[config.mk]
export PLATFORM = sky130hd
export DESIGN_NAME = best_fit_block_allocator_core
export DESIGN_NICKNAME = d
export VERILOG_FILES = /design/src/bfa_pkg.sv /design/src/bfa_front.sv /design/src/bfa_back.sv /design/src/best_fit_block_allocator_core.sv
export SDC_FILE = /design/constraint.sdc
export NUM_CORES = 1
export LEC_CHECK = 0
export BUFFER_PORTS_ARGS = -buffer_cell sky130_fd_sc_hd__buf_2
export CORE_ASPECT_RATIO = 1.75
export CORE_UTILIZATION = 55
export CTS_BUF_LIST = sky130_fd_sc_hd__clkbuf_4 sky130_fd_sc_hd__clkbuf_8
export DETAILED_ROUTE_END_ITERATION = 6
export PLACE_DENSITY = 0.85
export SYNTH_ARGS = -nofsm -noshare
export SYNTH_HDL_FRONTEND = slang
export SYNTH_SLANG_ARGS = --single-unit
[constraint.sdc]
create_clock -name clock -period 4.7 [get_ports clock]
set_input_delay 0.235 -clock clock [delete_from_list [all_inputs] [get_ports clock]]
set_output_delay 0.235 -clock clock [all_outputs]
set_load 0.01 [all_outputs]
[src/bfa_pkg.sv]
// ----------------------------------------------------------------------------
// bfa_pkg: shared types and constants for the best-fit block allocator
// Table geometry, queue item layout and back-end state encoding.
// ----------------------------------------------------------------------------
package bfa_pkg;

   localparam int TABLE_ENTRIES = 16; // table entries
   localparam int SIZE_BITS   = 16;   // stored size width
   localparam int QUEUE_DEPTH = 2;    // front-to-back item queue

   // fixed field widths of the channels
   localparam int SLOT_W  = 4;
   localparam int SIZEIN_W = 16;
   localparam int OWNER_W = 16;
   localparam int CHOSEN_W = 4;
   localparam int CSR_W   = 5;

   localparam int IDX_W = (TABLE_ENTRIES > 1) ? $clog2(TABLE_ENTRIES) : 1;
   localparam int CNT_W = $clog2(TABLE_ENTRIES + 1);
   localparam int QP_W  = (QUEUE_DEPTH > 1) ? $clog2(QUEUE_DEPTH) : 1;
   localparam int QC_W  = $clog2(QUEUE_DEPTH + 1);

   localparam logic [OWNER_W-1:0] OWNER_MAX = {OWNER_W{1'b1}};

   // request kinds
   localparam logic KIND_LOAD  = 1'b0;
   localparam logic KIND_ALLOC = 1'b1;

   typedef struct packed {
      logic                is_alloc;
      logic [SLOT_W-1:0]   slot;
      logic [SIZE_BITS-1:0] size;
   } item_type;

   // front -> back
   typedef struct packed {
      logic     valid;
      item_type item;
   } queue_head_type;

   typedef enum logic [3:0] {
      ST_IDLE  = 4'b0001,
      ST_ISSUE = 4'b0010,
      ST_DRAIN = 4'b0100,
      ST_DONE  = 4'b1000
   } state_type;

endpackage

[src/bfa_front.sv]
// ----------------------------------------------------------------------------
// bfa_front: request intake
// Decodes incoming beats into queue items and buffers them for the back end.
// ----------------------------------------------------------------------------
module bfa_front (
   input  logic                    clock,
   input  logic                    reset,
   input  logic                    push,
   output logic                    full,
   input  logic                    req_type,
   input  logic [bfa_pkg::SLOT_W-1:0]   req_block_slot,
   input  logic [bfa_pkg::SIZEIN_W-1:0] req_size_value,
   output bfa_pkg::queue_head_type head,
   input  logic                    head_pop
);
   import bfa_pkg::*;

   item_type            slot_ff [QUEUE_DEPTH];
   logic [QP_W-1:0]     wr_ptr_ff, wr_ptr_in;
   logic [QP_W-1:0]     rd_ptr_ff, rd_ptr_in;
   logic [QC_W-1:0]     count_ff, count_in;
   logic                do_push, do_pop;
   item_type            new_item;

   assign full    = (count_ff == QC_W'(QUEUE_DEPTH));
   assign do_push = push && !full;
   assign do_pop  = head_pop && (count_ff != '0);

   always_comb begin
      new_item.is_alloc = (req_type == KIND_ALLOC);
      new_item.slot     = req_block_slot;
      new_item.size     = SIZE_BITS'(req_size_value);
   end

   always_comb begin
      wr_ptr_in = wr_ptr_ff;
      rd_ptr_in = rd_ptr_ff;
      count_in  = count_ff;
      if (do_push) begin
         wr_ptr_in = (wr_ptr_ff == QP_W'(QUEUE_DEPTH - 1)) ? '0 : wr_ptr_ff + 1'b1;
      end
      if (do_pop) begin
         rd_ptr_in = (rd_ptr_ff == QP_W'(QUEUE_DEPTH - 1)) ? '0 : rd_ptr_ff + 1'b1;
      end
      if (do_push && !do_pop) begin
         count_in = count_ff + 1'b1;
      end else if (do_pop && !do_push) begin
         count_in = count_ff - 1'b1;
      end
   end

   always_ff @(posedge clock) begin
      if (reset) begin
         wr_ptr_ff <= '0;
         rd_ptr_ff <= '0;
         count_ff  <= '0;
      end else begin
         wr_ptr_ff <= wr_ptr_in;
         rd_ptr_ff <= rd_ptr_in;
         count_ff  <= count_in;
      end
   end

   always_ff @(posedge clock) begin
      if (do_push) begin
         slot_ff[wr_ptr_ff] <= new_item;
      end
   end

   assign head.valid = (count_ff != '0);
   assign head.item  = slot_ff[rd_ptr_ff];

endmodule

[src/bfa_back.sv]
// ----------------------------------------------------------------------------
// bfa_back: table engine
// Applies loads, runs the best-fit scan one entry per cycle and holds the
// result register.
// ----------------------------------------------------------------------------
module bfa_back (
   input  logic                    clock,
   input  logic                    reset,
   input  bfa_pkg::queue_head_type head,
   output logic                    head_pop,
   input  logic                    csr_wr_en,
   input  logic [bfa_pkg::CSR_W-1:0] csr_wr_data,
   output logic                    empty,
   input  logic                    pop,
   output logic                    rsp_granted,
   output logic [bfa_pkg::CHOSEN_W-1:0] rsp_chosen_block,
   output logic [bfa_pkg::OWNER_W-1:0]  rsp_owner_number,
   output logic                    rsp_stopped
);
   import bfa_pkg::*;

   // size table; owners are never read back, so only busy marks are kept
   logic [SIZE_BITS-1:0] size_mem [TABLE_ENTRIES];

   state_type              state_ff, state_in;
   logic [IDX_W-1:0]       scan_idx_ff, scan_idx_in;
   logic [CNT_W-1:0]       limit_ff, limit_in;
   logic [SIZE_BITS-1:0]   want_ff, want_in;
   logic [TABLE_ENTRIES-1:0] busy_ff, busy_in;
   logic [OWNER_W-1:0]     cnt_ff, cnt_in;
   logic                   halted_ff, halted_in;
   logic [CSR_W-1:0]       in_use_ff;

   logic                   rd_en;
   logic                   rd_vld_ff;
   logic [SIZE_BITS-1:0]   rd_data_ff;
   logic [IDX_W-1:0]       rd_idx_ff;
   logic                   rd_busy_ff;

   logic                   best_found_ff, best_found_in;
   logic [IDX_W-1:0]       best_idx_ff, best_idx_in;
   logic [SIZE_BITS-1:0]   best_size_ff, best_size_in;

   logic                   rsp_valid_ff, rsp_valid_in;
   logic                   rsp_granted_ff, rsp_granted_in;
   logic [CHOSEN_W-1:0]    rsp_chosen_ff, rsp_chosen_in;
   logic [OWNER_W-1:0]     rsp_owner_ff, rsp_owner_in;
   logic                   rsp_stopped_ff, rsp_stopped_in;

   logic                   mem_we;
   logic [IDX_W-1:0]       mem_waddr;
   logic                   slot_ok;
   logic [CNT_W-1:0]       limit_now;
   logic                   scan_last;

   assign slot_ok   = (32'(head.item.slot) < 32'(TABLE_ENTRIES));
   assign limit_now = (32'(in_use_ff) > 32'(TABLE_ENTRIES)) ? CNT_W'(TABLE_ENTRIES)
                                                            : CNT_W'(in_use_ff);
   assign scan_last = ((CNT_W'(scan_idx_ff) + 1'b1) == limit_ff);
   assign mem_waddr = IDX_W'(head.item.slot);

   always_comb begin
      state_in       = state_ff;
      scan_idx_in    = scan_idx_ff;
      limit_in       = limit_ff;
      want_in        = want_ff;
      busy_in        = busy_ff;
      cnt_in         = cnt_ff;
      halted_in      = halted_ff;
      best_found_in  = best_found_ff;
      best_idx_in    = best_idx_ff;
      best_size_in   = best_size_ff;
      rsp_valid_in   = rsp_valid_ff && !pop;
      rsp_granted_in = rsp_granted_ff;
      rsp_chosen_in  = rsp_chosen_ff;
      rsp_owner_in   = rsp_owner_ff;
      rsp_stopped_in = rsp_stopped_ff;
      head_pop       = 1'b0;
      mem_we         = 1'b0;
      rd_en          = 1'b0;

      // compare stage, one table entry per cycle
      if (rd_vld_ff && !rd_busy_ff && (rd_data_ff >= want_ff) &&
          (!best_found_ff || (rd_data_ff < best_size_ff))) begin
         best_found_in = 1'b1;
         best_idx_in   = rd_idx_ff;
         best_size_in  = rd_data_ff;
      end

      case (state_ff)
         ST_IDLE: begin
            if (head.valid) begin
               if (!head.item.is_alloc) begin
                  head_pop  = 1'b1;
                  halted_in = 1'b0;
                  if (slot_ok) begin
                     mem_we             = 1'b1;
                     busy_in[mem_waddr] = 1'b0;
                  end
               end else if (!rsp_valid_ff) begin
                  head_pop = 1'b1;
                  if (halted_ff || (limit_now == '0)) begin
                     // refused, or nothing to search
                     halted_in      = 1'b1;
                     rsp_valid_in   = 1'b1;
                     rsp_granted_in = 1'b0;
                     rsp_chosen_in  = '0;
                     rsp_owner_in   = '0;
                     rsp_stopped_in = 1'b1;
                  end else begin
                     want_in       = head.item.size;
                     limit_in      = limit_now;
                     scan_idx_in   = '0;
                     best_found_in = 1'b0;
                     state_in      = ST_ISSUE;
                  end
               end
            end
         end
         ST_ISSUE: begin
            rd_en = 1'b1;
            if (scan_last) begin
               state_in = ST_DRAIN;
            end else begin
               scan_idx_in = scan_idx_ff + 1'b1;
            end
         end
         ST_DRAIN: begin
            state_in = ST_DONE;
         end
         ST_DONE: begin
            rsp_valid_in = 1'b1;
            if (best_found_ff) begin
               busy_in[best_idx_ff] = 1'b1;
               rsp_granted_in = 1'b1;
               rsp_chosen_in  = CHOSEN_W'(best_idx_ff);
               rsp_owner_in   = cnt_ff;
               rsp_stopped_in = 1'b0;
               if (cnt_ff != OWNER_MAX) begin
                  cnt_in = cnt_ff + 1'b1;
               end
            end else begin
               halted_in      = 1'b1;
               rsp_granted_in = 1'b0;
               rsp_chosen_in  = '0;
               rsp_owner_in   = '0;
               rsp_stopped_in = 1'b1;
            end
            state_in = ST_IDLE;
         end
         default: begin
            state_in = ST_IDLE;
         end
      endcase
   end

   // control state
   always_ff @(posedge clock) begin
      if (reset) begin
         state_ff      <= ST_IDLE;
         busy_ff       <= '0;
         cnt_ff        <= '0;
         halted_ff     <= 1'b0;
         in_use_ff     <= '0;
         rd_vld_ff     <= 1'b0;
         best_found_ff <= 1'b0;
         rsp_valid_ff  <= 1'b0;
      end else begin
         state_ff      <= state_in;
         busy_ff       <= busy_in;
         cnt_ff        <= cnt_in;
         halted_ff     <= halted_in;
         rd_vld_ff     <= rd_en;
         best_found_ff <= best_found_in;
         rsp_valid_ff  <= rsp_valid_in;
         if (csr_wr_en) begin
            in_use_ff <= csr_wr_data;
         end
      end
   end

   // payload
   always_ff @(posedge clock) begin
      scan_idx_ff    <= scan_idx_in;
      limit_ff       <= limit_in;
      want_ff        <= want_in;
      best_idx_ff    <= best_idx_in;
      best_size_ff   <= best_size_in;
      rsp_granted_ff <= rsp_granted_in;
      rsp_chosen_ff  <= rsp_chosen_in;
      rsp_owner_ff   <= rsp_owner_in;
      rsp_stopped_ff <= rsp_stopped_in;
   end

   // size table: one write port, one registered read port
   always_ff @(posedge clock) begin
      if (mem_we) begin
         size_mem[mem_waddr] <= head.item.size;
      end
      if (rd_en) begin
         rd_data_ff <= size_mem[scan_idx_ff];
         rd_idx_ff  <= scan_idx_ff;
         rd_busy_ff <= busy_ff[scan_idx_ff];
      end
   end

   assign empty            = !rsp_valid_ff;
   assign rsp_granted      = rsp_granted_ff;
   assign rsp_chosen_block = rsp_chosen_ff;
   assign rsp_owner_number = rsp_owner_ff;
   assign rsp_stopped      = rsp_stopped_ff;

   // a scan only starts with the result register free
   a_scan_rsp_free: assert property (@(posedge clock) disable iff (reset)
      (state_ff == ST_ISSUE) |-> !rsp_valid_ff)
      else $error("scan running while a result is pending");

   a_done_returns: assert property (@(posedge clock) disable iff (reset)
      (state_ff == ST_DONE) |=> (state_ff == ST_IDLE) && rsp_valid_ff)
      else $error("scan end did not post a result");

   a_grant_not_stopped: assert property (@(posedge clock) disable iff (reset)
      (rsp_valid_ff && rsp_granted_ff) |-> !rsp_stopped_ff)
      else $error("grant reported together with stop");

   a_refuse_zero: assert property (@(posedge clock) disable iff (reset)
      (rsp_valid_ff && !rsp_granted_ff) |->
         (rsp_chosen_ff == '0) && (rsp_owner_ff == '0) && rsp_stopped_ff)
      else $error("refusal carries stale fields");

   a_cnt_monotonic: assert property (@(posedge clock) disable iff (reset)
      1'b1 |=> (cnt_ff >= $past(cnt_ff)))
      else $error("request counter went backwards");

endmodule

[src/best_fit_block_allocator_core.sv]
// ----------------------------------------------------------------------------
// best_fit_block_allocator_core: best-fit block allocator, top level
// Queue-style request and response channels around a scan engine.
// ----------------------------------------------------------------------------
// Usage:
//   Request channel: drive req_* and raise push; the beat is taken on a
//   clock edge with push high and full low. req_type 0 loads a block size
//   into req_block_slot (and frees it), 1 asks for req_size_value.
//   Response channel: while empty is low the oldest result sits on rsp_*;
//   it is consumed on an edge with pop high. Loads produce no response.
//   CSR: csr_wr_en/csr_wr_data set blocks_in_use; write only when idle.
// Sequence:
//   A beat is registered in the intake queue before it reaches the head.
//   A load retires in ST_IDLE once at the queue head. An allocation at the
//   head takes ST_IDLE to start, ST_ISSUE for one table read per entry
//   through the single size-table read port, ST_DRAIN for the last compare
//   and ST_DONE to write back and post the result. A refused request
//   (stopped, or zero entries in use) is answered from ST_IDLE without a scan.
// Stall: a pending response holds off the next allocation; loads ahead of it in
//   the queue are still applied and up to two requests are still queued meanwhile.
// Reset: clears busy marks, request counter, stop flag, blocks_in_use, the
//   intake queue and response valid flag. Size entries are undefined until loaded.
// ----------------------------------------------------------------------------
module best_fit_block_allocator_core (
   input  logic                          clock,
   input  logic                          reset,
   // request channel
   input  logic                          push,
   output logic                          full,
   input  logic                          req_type,
   input  logic [bfa_pkg::SLOT_W-1:0]    req_block_slot,
   input  logic [bfa_pkg::SIZEIN_W-1:0]  req_size_value,
   // response channel
   output logic                          empty,
   input  logic                          pop,
   output logic                          rsp_granted,
   output logic [bfa_pkg::CHOSEN_W-1:0]  rsp_chosen_block,
   output logic [bfa_pkg::OWNER_W-1:0]   rsp_owner_number,
   output logic                          rsp_stopped,
   // configuration
   input  logic                          csr_wr_en,
   input  logic [bfa_pkg::CSR_W-1:0]     csr_wr_data
);
   import bfa_pkg::*;

   queue_head_type head;
   logic           head_pop;

   // intake queue decouples the request side from the scan engine
   bfa_front u_front (
      .clock          (clock),
      .reset          (reset),
      .push           (push),
      .full           (full),
      .req_type       (req_type),
      .req_block_slot (req_block_slot),
      .req_size_value (req_size_value),
      .head           (head),
      .head_pop       (head_pop)
   );

   // table, scan and response register
   bfa_back u_back (
      .clock            (clock),
      .reset            (reset),
      .head             (head),
      .head_pop         (head_pop),
      .csr_wr_en        (csr_wr_en),
      .csr_wr_data      (csr_wr_data),
      .empty            (empty),
      .pop              (pop),
      .rsp_granted      (rsp_granted),
      .rsp_chosen_block (rsp_chosen_block),
      .rsp_owner_number (rsp_owner_number),
      .rsp_stopped      (rsp_stopped)
   );

endmodule
# Yosys cells after proc, flatten, opt, wreduce, memory -nomap -nowiden
# Memories as Yosys holds them, arrays and structs flattened. A register that Yosys moved wholly into a read port is not among the register bits.
# Index checks and enable logic that the tools add are counted.
# W data, S select, Z words.
[classes] addsub=7 magnitude_cmp=8 n_eq_ne=19 muxes=80 bitwise=5 n_reduce_logical=31
[ops] operator="$mux W16" n=8
[ops] operator="$pmux W16 S2" n=2
[ops] operator="$mux W4" n=15
[ops] operator="$mux W1" n=42
[ops] operator="$reduce_and A5 Y1" n=4
[ops] operator="$add A16 B1 Y16 const B" n=1
[ops] operator="$and A16 B16 Y16" n=1
[ops] operator="$ge A16 B16 Y1" n=1
[ops] operator="$lt A16 B16 Y1" n=1
[ops] operator="$ne A16 B16 Y1 const B" n=1
[ops] operator="$not A16 Y16" n=1
[ops] operator="$or A16 B16 Y16" n=1
[ops] operator="$pmux W4 S2" n=2
[ops] operator="$lt A4 B5 Y1 const B" n=3
[ops] operator="$ne A2 B2 Y1 const B" n=6
[ops] operator="$pmux W4 S3" n=1
[ops] operator="$logic_and A1 B1 Y1" n=10
[ops] operator="$demux W1 S4" n=2
[ops] operator="$ge A4 B1 Y1 const B" n=2
[ops] operator="$ne A2 B1 Y1 const B" n=4
[ops] operator="$pmux W1 S2" n=4
[ops] operator="$reduce_bool A2 Y1" n=4
[ops] operator="$logic_not A1 Y1" n=7
[ops] operator="$ne A3 B3 Y1 const B" n=2
[ops] operator="21 further kinds" n=25
[word_totals] ff_bits=121 mem_bits_rw=298 output_inout_bits=24 word_cells=174 mem_count=2
[mem_list] name="u_back.size_mem" words=16 width=16 rd=1 rd_ports_with_merged_regs=1 write_ports=1 line_no="bfa_back.sv:23" text="logic [SIZE_BITS-1:0] size_mem [TABLE_ENTRIES];"
[mem_list] name="u_front.slot_ff" words=2 width=21 rd=1 rd_ports_with_merged_regs=1 write_ports=1 line_no="bfa_front.sv:18" text="item_type slot_ff [QUEUE_DEPTH];"

# Longest topological paths before layout
# Gate-level depths: netlist (run 1).
[logic_depth] word_depth=10 depth_mapped=7

# Cells and area by module
# Synthesis (run 1) repeated with hierarchy kept, for this count alone.
[hier_totals] hier_cells=1062 hier_area_um2=17469.3
[modules_own_cells] module="bfa_back" n_inst=1 cells_per_inst=972 area_each_um2=15741.3
[modules_own_cells] module="bfa_front" n_inst=1 cells_per_inst=90 area_each_um2=1727.9

# Least setup slack after synthesis (run 1)
# No wires, ideal clock.
[synth_path] path_kind="register -> register" from="register u_back.rd_data_ff[11] (read register of u_back.size_mem)" to="register u_back.best_idx_ff[0] (enable)" setup_ns=0.507 t_arrival_ns=4.563 setup_slack_ns=-0.370 stages_incl_launch_ff=6 period_less_slack_ns=5.070 path_cell_list="edfxtp_1 -> ha_1 -> nand4_1 -> a2111oi_0 -> a21oi_1 -> a2111oi_0"
[synth_via] elab_chain_cells=3 word_cells_on_any_way=5 cone_classes="order compare (2); reduce/logical (3)"
[synth_lines] item="start: declaration" line_no="bfa_back.sv:36" text="logic [SIZE_BITS-1:0] rd_data_ff;"
[synth_lines] item="$ge A16 B16 Y1 / $lt A16 B16 Y1 (equally long branches)" line_no="bfa_back.sv:83, bfa_back.sv:84"
[synth_lines] item="$logic_and A1 B1 Y1 / $logic_or A1 B1 Y1 (equally long branches)" line_no="bfa_back.sv:83, bfa_back.sv:84"
[synth_lines] item="$logic_and A1 B1 Y1 (*)" line_no="bfa_back.sv:83" text="if (rd_vld_ff && !rd_busy_ff && (rd_data_ff >= want_ff) &&"
[synth_lines] item="end signal: assignment" line_no="bfa_back.sv:187" text="best_idx_ff <= best_idx_in;"
[synth_lines] item="end: declaration" line_no="bfa_back.sv:41" text="logic [IDX_W-1:0] best_idx_ff, best_idx_in;"
# Every way passes the cells marked *; elsewhere a longest branch is shown, timed or not.
# A chain may end at the register's enable or synchronous reset.

# Final worst setup path (run 1)
[layout_path] from="register u_back.rd_data_ff[11] (read register of u_back.size_mem)" to="register u_back.best_size_ff[4] (enable)"
[layout_via] elab_chain_cells=3 word_cells_on_any_way=5 cone_classes="order compare (2); reduce/logical (3)"
[layout_lines] item="$ge A16 B16 Y1 / $lt A16 B16 Y1 (equally long branches)" line_no="bfa_back.sv:83, bfa_back.sv:84"
[layout_lines] item="$logic_and A1 B1 Y1 / $logic_or A1 B1 Y1 (equally long branches)" line_no="bfa_back.sv:83, bfa_back.sv:84"
[layout_lines] item="$logic_and A1 B1 Y1 (*)" line_no="bfa_back.sv:83"
[layout_lines] item="end signal: assignment" line_no="bfa_back.sv:188" text="best_size_ff <= best_size_in;"
[layout_lines] item="end: declaration" line_no="bfa_back.sv:42" text="logic [SIZE_BITS-1:0] best_size_ff, best_size_in;"
# Marked as above.

==> results of run 1 <==
cell families (layout without fill, tap and decap cells):
group,Yosys count,count (layout),share of synthesized area
flip-flops,436,436,0.723
AND/OR/NAND/NOR,194,194,0.0614
multiplexers,109,109,0.125
AO/OA/AOI/OAI,95,95,0.0343
buffers and inverters,88,267,0.0202
adder cells (fa/ha/maj),34,34,0.0244
XOR/XNOR,22,22,0.0118
flip-flops by register name, summed over array words and instances, names as in the netlist, 2 cells and up, named ones only:
register and cells:
u_back.rd_data_ff 16, u_back.cnt_ff 16, u_back.best_size_ff 16, u_back.want_ff 16, u_back.busy_ff 16, u_back.size_mem 256, u_front.slot_ff 42, u_back.rd_idx_ff 4
u_back.limit_ff 5, u_back.scan_idx_ff 4, u_back.state_ff 4, u_back.rsp_chosen_block 4, u_back.best_idx_ff 4, u_back.rsp_owner_number 16, u_back.in_use_ff 5, u_front.count_ff 2
layout by cell type, fill, tap and decap left out, drive strengths merged, types with 17 or more instances in the layout:
| master | instances |
|---|---|
| edfxtp | 386 |
| mux4 | 85 |
| buf | 79 |
| clkbuf | 77 |
| nor2 | 63 |
| dfxtp | 50 |
| inv | 48 |
| ha | 34 |
| dlygate4sd3 | 33 |
| o21ai | 30 |
| clkinv | 26 |
| a21oi | 25 |
| and3 | 22 |
| nand2b | 18 |
| nand2 | 17 |
| mux2 | 17 |
routing by layer:
metal | wire length [um] | global-route usage
met4 | 1930 | 0.137
met5 | 0 | 0
met2 | 19700 | 0.420
met3 | 1770 | 0.0320
met1 | 12300 | 0.251
per-stage QoR:
step | area (sq um) | utilization
after global routing | 19800 | 0.638
final | 19800 | 0.638
after floorplan | 17400 | -
after global placement | 18200 | 0.588
after CTS | 19800 | 0.638
after detailed placement | 18200 | 0.589
power breakdown:
group          internal [mW]  switching [mW]  leakage, nW
Clock                   1.53            1.35        0.641
Combinational          0.563           0.915         2.26
Sequential              4.74           0.119         3.90
Total                   6.84            2.39         6.80
worst paths after layout:
path | cells after the start | end
min | 2 | u_front.count_ff[0]
max | 6 | u_back.best_size_ff[4]
max reg2reg | 6 | u_back.best_size_ff[4]
min reg2reg | 0 | u_back.best_idx_ff[3]
synthesized netlist by cell type, types with 2 or more instances:
library cell  instances
buf_1                 5
mux2_2               16
nor2_1               63
clkbuf_1             20
nor3_1               14
and2_1                3
nand4_4               2
inv_1                48
nand2_1              17
nand2b_1             18
nand3_1              13
mux4_2               85
o32a_1                2
xnor2_1              16
a21oi_1              25
xor2_1                5
ha_1                 34
a2111oi_0             2
a21o_1                5
edfxtp_1            386
nand4_1               9
nor4b_2               2
dfxtp_1              50
o21ai_1              18
nor2b_1              16
a211oi_1              9
a31oi_1               3
or3_1                 4
buf_2                14
o32ai_1               2
and3_1               21
a32oi_1               2
o21ai_0              12
o31ai_1               3
mux2i_1               7
nor4_1                2
area by class of cell:
cell class                 count  area share
clock inverter                30      0.0110
multi-input combinational    454       0.227
timing repair buffer         112      0.0405
tap                          391      0.0248
clock buffer                  77      0.0499
inverter                      48     0.00912
sequential                   436       0.637
==> flow_metrics.env, run 1 <==
export IMPL_status="finished clean"
export IMPL_yosysTopAreaCell="edfxtp_1"
export IMPL_period_share=0.679
export IMPL_p_leak_nw=6.80
export IMPL_synth_edf_count=386
export IMPL_synth_nets=1043
export IMPL_numCtsBuffers=58
export IMPL_hold_viol_final=0
export IMPL_max_slew_margin=0.220
export IMPL_clk_latency_ns=0.61
export IMPL_placedCellCount=1408
export IMPL_pre_cts_slack_ns=1.62
export IMPL_worst_pin_slew_ns=1.17
export IMPL_ys_seq_area_frac=0.723
export IMPL_reg2reg_slack_ns=1.51
export IMPL_drcViolationCount=0
export IMPL_hpwl_mm=24.3
export IMPL_num_fill_cells=2018
export IMPL_grt_pass1_vias=9679
export IMPL_grt_max_degree=74
export IMPL_ys_flop_type="edfxtp_1"
export IMPL_slowest_stage="a2111oi_2"
export IMPL_regArea_sq_um=12600
export IMPL_ctsHtreeMaxLevel=2
export IMPL_multiInputGateArea_sq_um=4490
export IMPL_grt_overflow_total=0
export IMPL_total_power_mw=9.22
export IMPL_num_antenna_cells=0
export IMPL_syn_area_per_cell_sq_um=17.8
export IMPL_cts_resized=0
export IMPL_syn_area_sq_um=17400
export IMPL_worstSetupEndpointType="flop"
export IMPL_min_from="reset"
export IMPL_io_buffer_count=54
export IMPL_reg2reg_from="u_back.rd_data_ff[11]"
export IMPL_fmax_mhz=313
export IMPL_cp_startpoint="u_back.rd_data_ff[11]"
export IMPL_dr_pass1_iters=5
export IMPL_cts_tree="done"
export IMPL_synth_top_area_frac=0.665
export IMPL_required_ns=5.00
export IMPL_cap_violations=0
export IMPL_vias=9292
export IMPL_gp_congestion=0.910
export IMPL_ys_types=61
export IMPL_num_rows=85
export IMPL_synthCells=978
export IMPL_crit_chain="ha_1, nand4_1, a2111oi_0, a21oi_1, a2111oi_2, buf_4"
export IMPL_fin_cells=1548
export IMPL_arrival_ns=3.49
export IMPL_start_util=0.563
export IMPL_clock_sinks=436
export IMPL_drtAntennaViolNets=0
export IMPL_tns_ns=0
export IMPL_setup_violations=0
export IMPL_viasPerCell=6.00
export IMPL_ys_seq_elements=436
export IMPL_slowest_delay_ns=0.94
export IMPL_worst_setup_path_start_kind="flop"
export IMPL_drv_slew=0
export IMPL_antenna_found_initial=0
export IMPL_finalCriticalPeriod_ns=3.19
export IMPL_syn_to_final_growth_pct=13.4
export IMPL_cts_hold_buf=33
export IMPL_yosys_warnings=0
export IMPL_core_sq_um=30900
export IMPL_worst_slack_ns=1.51
export IMPL_drive_gt1_frac=0.250
export IMPL_crit_type="reg2reg"
export IMPL_cp_num_buf_inv=1
export IMPL_dieArea_sq_um=32400
export IMPL_peakVddDrop_mv=0.341
export IMPL_drtIter0Drc=740
export IMPL_rsz0062_at_grt="false"
export IMPL_die_y_um=237
export IMPL_holdCritPathClass="in2reg"
export IMPL_fin_skew_ns=0.0220
export IMPL_cts_root_buf="clkbuf_8"
export IMPL_post_cts_buffers=0
export IMPL_cp_top_family="compound AO/OA/AOI/OAI gates"
export IMPL_track_usage=0.231
export IMPL_pin_count=55
export IMPL_cts_buffer_depth=3
export IMPL_cp_max_fo=12
export IMPL_grt_pass1_wl_mm=54.5
export IMPL_path_clk_slew_ns=0.07
export IMPL_synth_area_leaders="edfxtp_1, mux4_2, dfxtp_1"
export IMPL_synthArstFlopShare=0
export IMPL_post_drt_wl_per_cell_um=23.0
export IMPL_cellPowerDensity_nw_per_um2=467
export IMPL_num_nets_final=1175
export IMPL_drt_total_wl_mm=35.6
export IMPL_die_x_um=137
export IMPL_timing_hold_ws_ns=0.249
(Power assumes the default switching activity.)
==> run 2, diff against run 1 <==
--- a/config.mk
+++ b/config.mk
@@ -5,6 +5,7 @@
 export SDC_FILE = /design/constraint.sdc
 export NUM_CORES = 1
 export LEC_CHECK = 0
+export ABC_AREA = 1
 export BUFFER_PORTS_ARGS = -buffer_cell sky130_fd_sc_hd__buf_2
 export CORE_ASPECT_RATIO = 1.75
 export CORE_UTILIZATION = 55
==> constraint.sdc (replaced) <==
create_clock -name clock -period 2.8 [get_ports clock]
set_input_delay 0.14 -clock clock [delete_from_list [all_inputs] [get_ports clock]]
set_output_delay 0.14 -clock clock [all_outputs]
set_load 0.01 [all_outputs]
==> run 2 against run 1 <==
Against the previous run:
- fmax rose by 17%
- synthesized area rose by 3.6%
- critical path depth fell by 2
- final cell count rose by 35%
- worst setup slack got worse by 1.4 ns
- global-route usage rose by 2.4 points
- non-clock buffer count rose by 20
- via count rose by 31%
- flip-flop and latch count did not move
- the flow now finishes with violations (design-rule violations)
- first-iteration DRC count rose by 86%
- sequential share of layout area fell by 2.0 points
- cell area rose by 3.3%
- highest routed layer unchanged
==> flow_metrics.env, run 2 <==
export IMPL_holdCritPathClass="in2reg"
export IMPL_synthCells=1532
export IMPL_grt_pass1_wl_mm=65.4
export IMPL_required_ns=3.11
export IMPL_worst_setup_path_start_kind="flop"
export IMPL_numCtsBuffers=58
export IMPL_hold_viol_final=0
export IMPL_start_util=0.560
export IMPL_cellPowerDensity_nw_per_um2=893
export IMPL_worst_pin_slew_ns=0.908
export IMPL_drtAntennaViolNets=0
export IMPL_synth_area_leaders="edfxtp_1, nor2_1, dfxtp_1"
export IMPL_finish_instance_area_sq_um=20400
export IMPL_rr_worst_depth=4
export IMPL_tns_ns=0
export IMPL_syn_area_sq_um=18000
export IMPL_cts_buffer_depth=3
export IMPL_ctsHtreeMaxLevel=2
export IMPL_clock_sinks=436
export IMPL_cts_tree="done"
export IMPL_ys_seq_area_frac=0.698
export IMPL_drt_total_wl_mm=42.0
export IMPL_cap_violations=0
export IMPL_syn_area_per_cell_sq_um=11.8
export IMPL_dieArea_sq_um=33600
export IMPL_yosys_warnings=0
export IMPL_violations="design-rule violations"
export IMPL_fin_cells=2097
export IMPL_cts_root_buf="clkbuf_8"
export IMPL_synthArstFlopShare=0
export IMPL_status="finished, violations left"
export IMPL_worstSetupEndpointType="flop"
export IMPL_io_buffer_count=54
export IMPL_dr_pass1_iters=7
export IMPL_total_power_mw=18.2
export IMPL_ys_flop_type="edfxtp_1"
export IMPL_synth_top_area_frac=0.642
export IMPL_drv_slew=0
export IMPL_viasPerCell=5.81
export IMPL_synth_edf_count=386
export IMPL_drtIter0Drc=1380
export IMPL_drive_gt1_frac=0.140
export IMPL_top_register="u_back.size_mem"
export IMPL_yosysMostFrequentCell="edfxtp_1"
export IMPL_arrival_ns=3.04
export IMPL_period_share=0.977
export IMPL_max_slew_margin=0.393
export IMPL_die_x_um=139
export IMPL_num_rows=87
export IMPL_finalCriticalPeriod_ns=2.73
export IMPL_ys_types=38
export IMPL_fmax_mhz=366
export IMPL_post_cts_buffers=0
export IMPL_gp_congestion=0.987
export IMPL_crit_type="reg2reg"
export IMPL_syn_to_final_growth_pct=13.1
export IMPL_hpwl_mm=28.4
export IMPL_vias=12187
export IMPL_pin_count=55
export IMPL_dpl_cell_area_sq_um=18800
export IMPL_core_sq_um=32200
export IMPL_grt_max_degree=118
export IMPL_synth_nets=1597
export IMPL_peakVddDrop_mv=0.496
export IMPL_yosysTopAreaCell="edfxtp_1"
export IMPL_cp_max_fo=17
export IMPL_largestRegisters="u_back.size_mem: 256 flops, u_front.slot_ff: 42 flops"
export IMPL_p_leak_nw=7.15
export IMPL_path_clk_slew_ns=0.07
export IMPL_num_fill_cells=2440
export IMPL_grt_overflow_total=0
export IMPL_largest_reg_flops=256
export IMPL_final_common_cell="edfxtp_1"
export IMPL_fin_skew_ns=0.0411
export IMPL_reg2reg_slack_ns=0.07
export IMPL_setup_violations=0
export IMPL_die_y_um=242
export IMPL_cts_resized=0
export IMPL_antenna_found_initial=1
export IMPL_clk_latency_ns=0.65
export IMPL_drcViolationCount=6
export IMPL_grt_pass1_vias=12102
export IMPL_placedCellCount=1954
export IMPL_track_usage=0.255
export IMPL_synthTopCellsByCount="edfxtp_1, nor2_1, o21ai_0"
export IMPL_post_drt_wl_per_cell_um=20.0
export IMPL_ys_seq_elements=436
export IMPL_num_nets_final=1716
export IMPL_final_cell_mix="edfxtp_1, nor2_1, o21ai_0, nand2_1, inv_1"
export IMPL_rsz0062_at_grt="false"
export IMPL_hold_path_depth=3
==> run 2: cell types whose count changed after synthesis, sizes merged, moves of 18 or more <==
cell	change
o22ai	+33
nand2	+117
nor2	+223
mux4	-85
nand2b	-18
and3	-22
o211ai	+36
a21oi	+75
inv	+55
o21ai	+171
clkbuf	+20
==> run 2: critical path, stage by stage, from the launching register on <==
cell     delay [ns]
dfxtp_1        0.43
o21ai_0        0.60
nand2_1        0.73
nor2_1         0.32
buf_4          0.30
==> run 2: cells by family after synthesis <==
family | Yosys count | share of synthesized area
and+or+nand+nor | 479 | 0.107
DFF | 436 | 0.698
AOI/OAI and AO/OA | 378 | 0.115
buffers and inverters | 176 | 0.0410
adders and majority gates | 34 | 0.0236
muxes | 16 | 0.00998
xor gates and xnor gates | 13 | 0.00631
==> run 2: timing repair <==
action / in CTS / in global routing
hold buffers: 37 / 0
endpoints found under the setup margin: 0 / 0
hold endpoints to repair: 48 / 0
==> run 2: metrics by stage <==
stage	hold slack [ns]	worst slack (ns)	utilization
2_1_floorplan	0.239	0.309	-
3_3_place_gp	0.329	0.319	0.585
3_5_place_dp	0.333	0.197	0.585
4_1_cts	0.0275	0.166	0.633
5_1_grt	0.0572	0.00574	0.633
6_report	0.0374	0.0656	0.633
==> run 2: final cells by class <==
class	instances	area (sq um)	area share
multi-input cells	920	4740	0.232
clock inverters	18	151	0.00742
inverters	103	390	0.0191
diodes	1	2.50	0.000123
repair buffers	132	986	0.0483
clock buffers	87	1050	0.0513
well taps	400	500	0.0245
flip-flops and latches	436	12600	0.617
==> run 2: worst paths after layout <==
check,startpoint,end
max,flop,u_back.size_mem[6][10]
min,reset,u_back.cnt_ff[11]
max reg2reg,flop,u_back.size_mem[6][10]
min reg2reg,u_back.rd_idx_ff[1],u_back.best_idx_ff[1]
==> run 2: routing by layer <==
metal | global-route usage | wire length [um]
met1 | 0.280 | 14900
met2 | 0.453 | 21900
met3 | 0.0352 | 2320
met4 | 0.179 | 2880
met5 | 0 | 0
==> run 2: where the power goes <==
| part | internal, mW | switching [mW] |
|---|---|---|
| Clock | 2.59 | 2.31 |
| Combinational | 1.36 | 3.65 |
| Sequential | 8.12 | 0.198 |
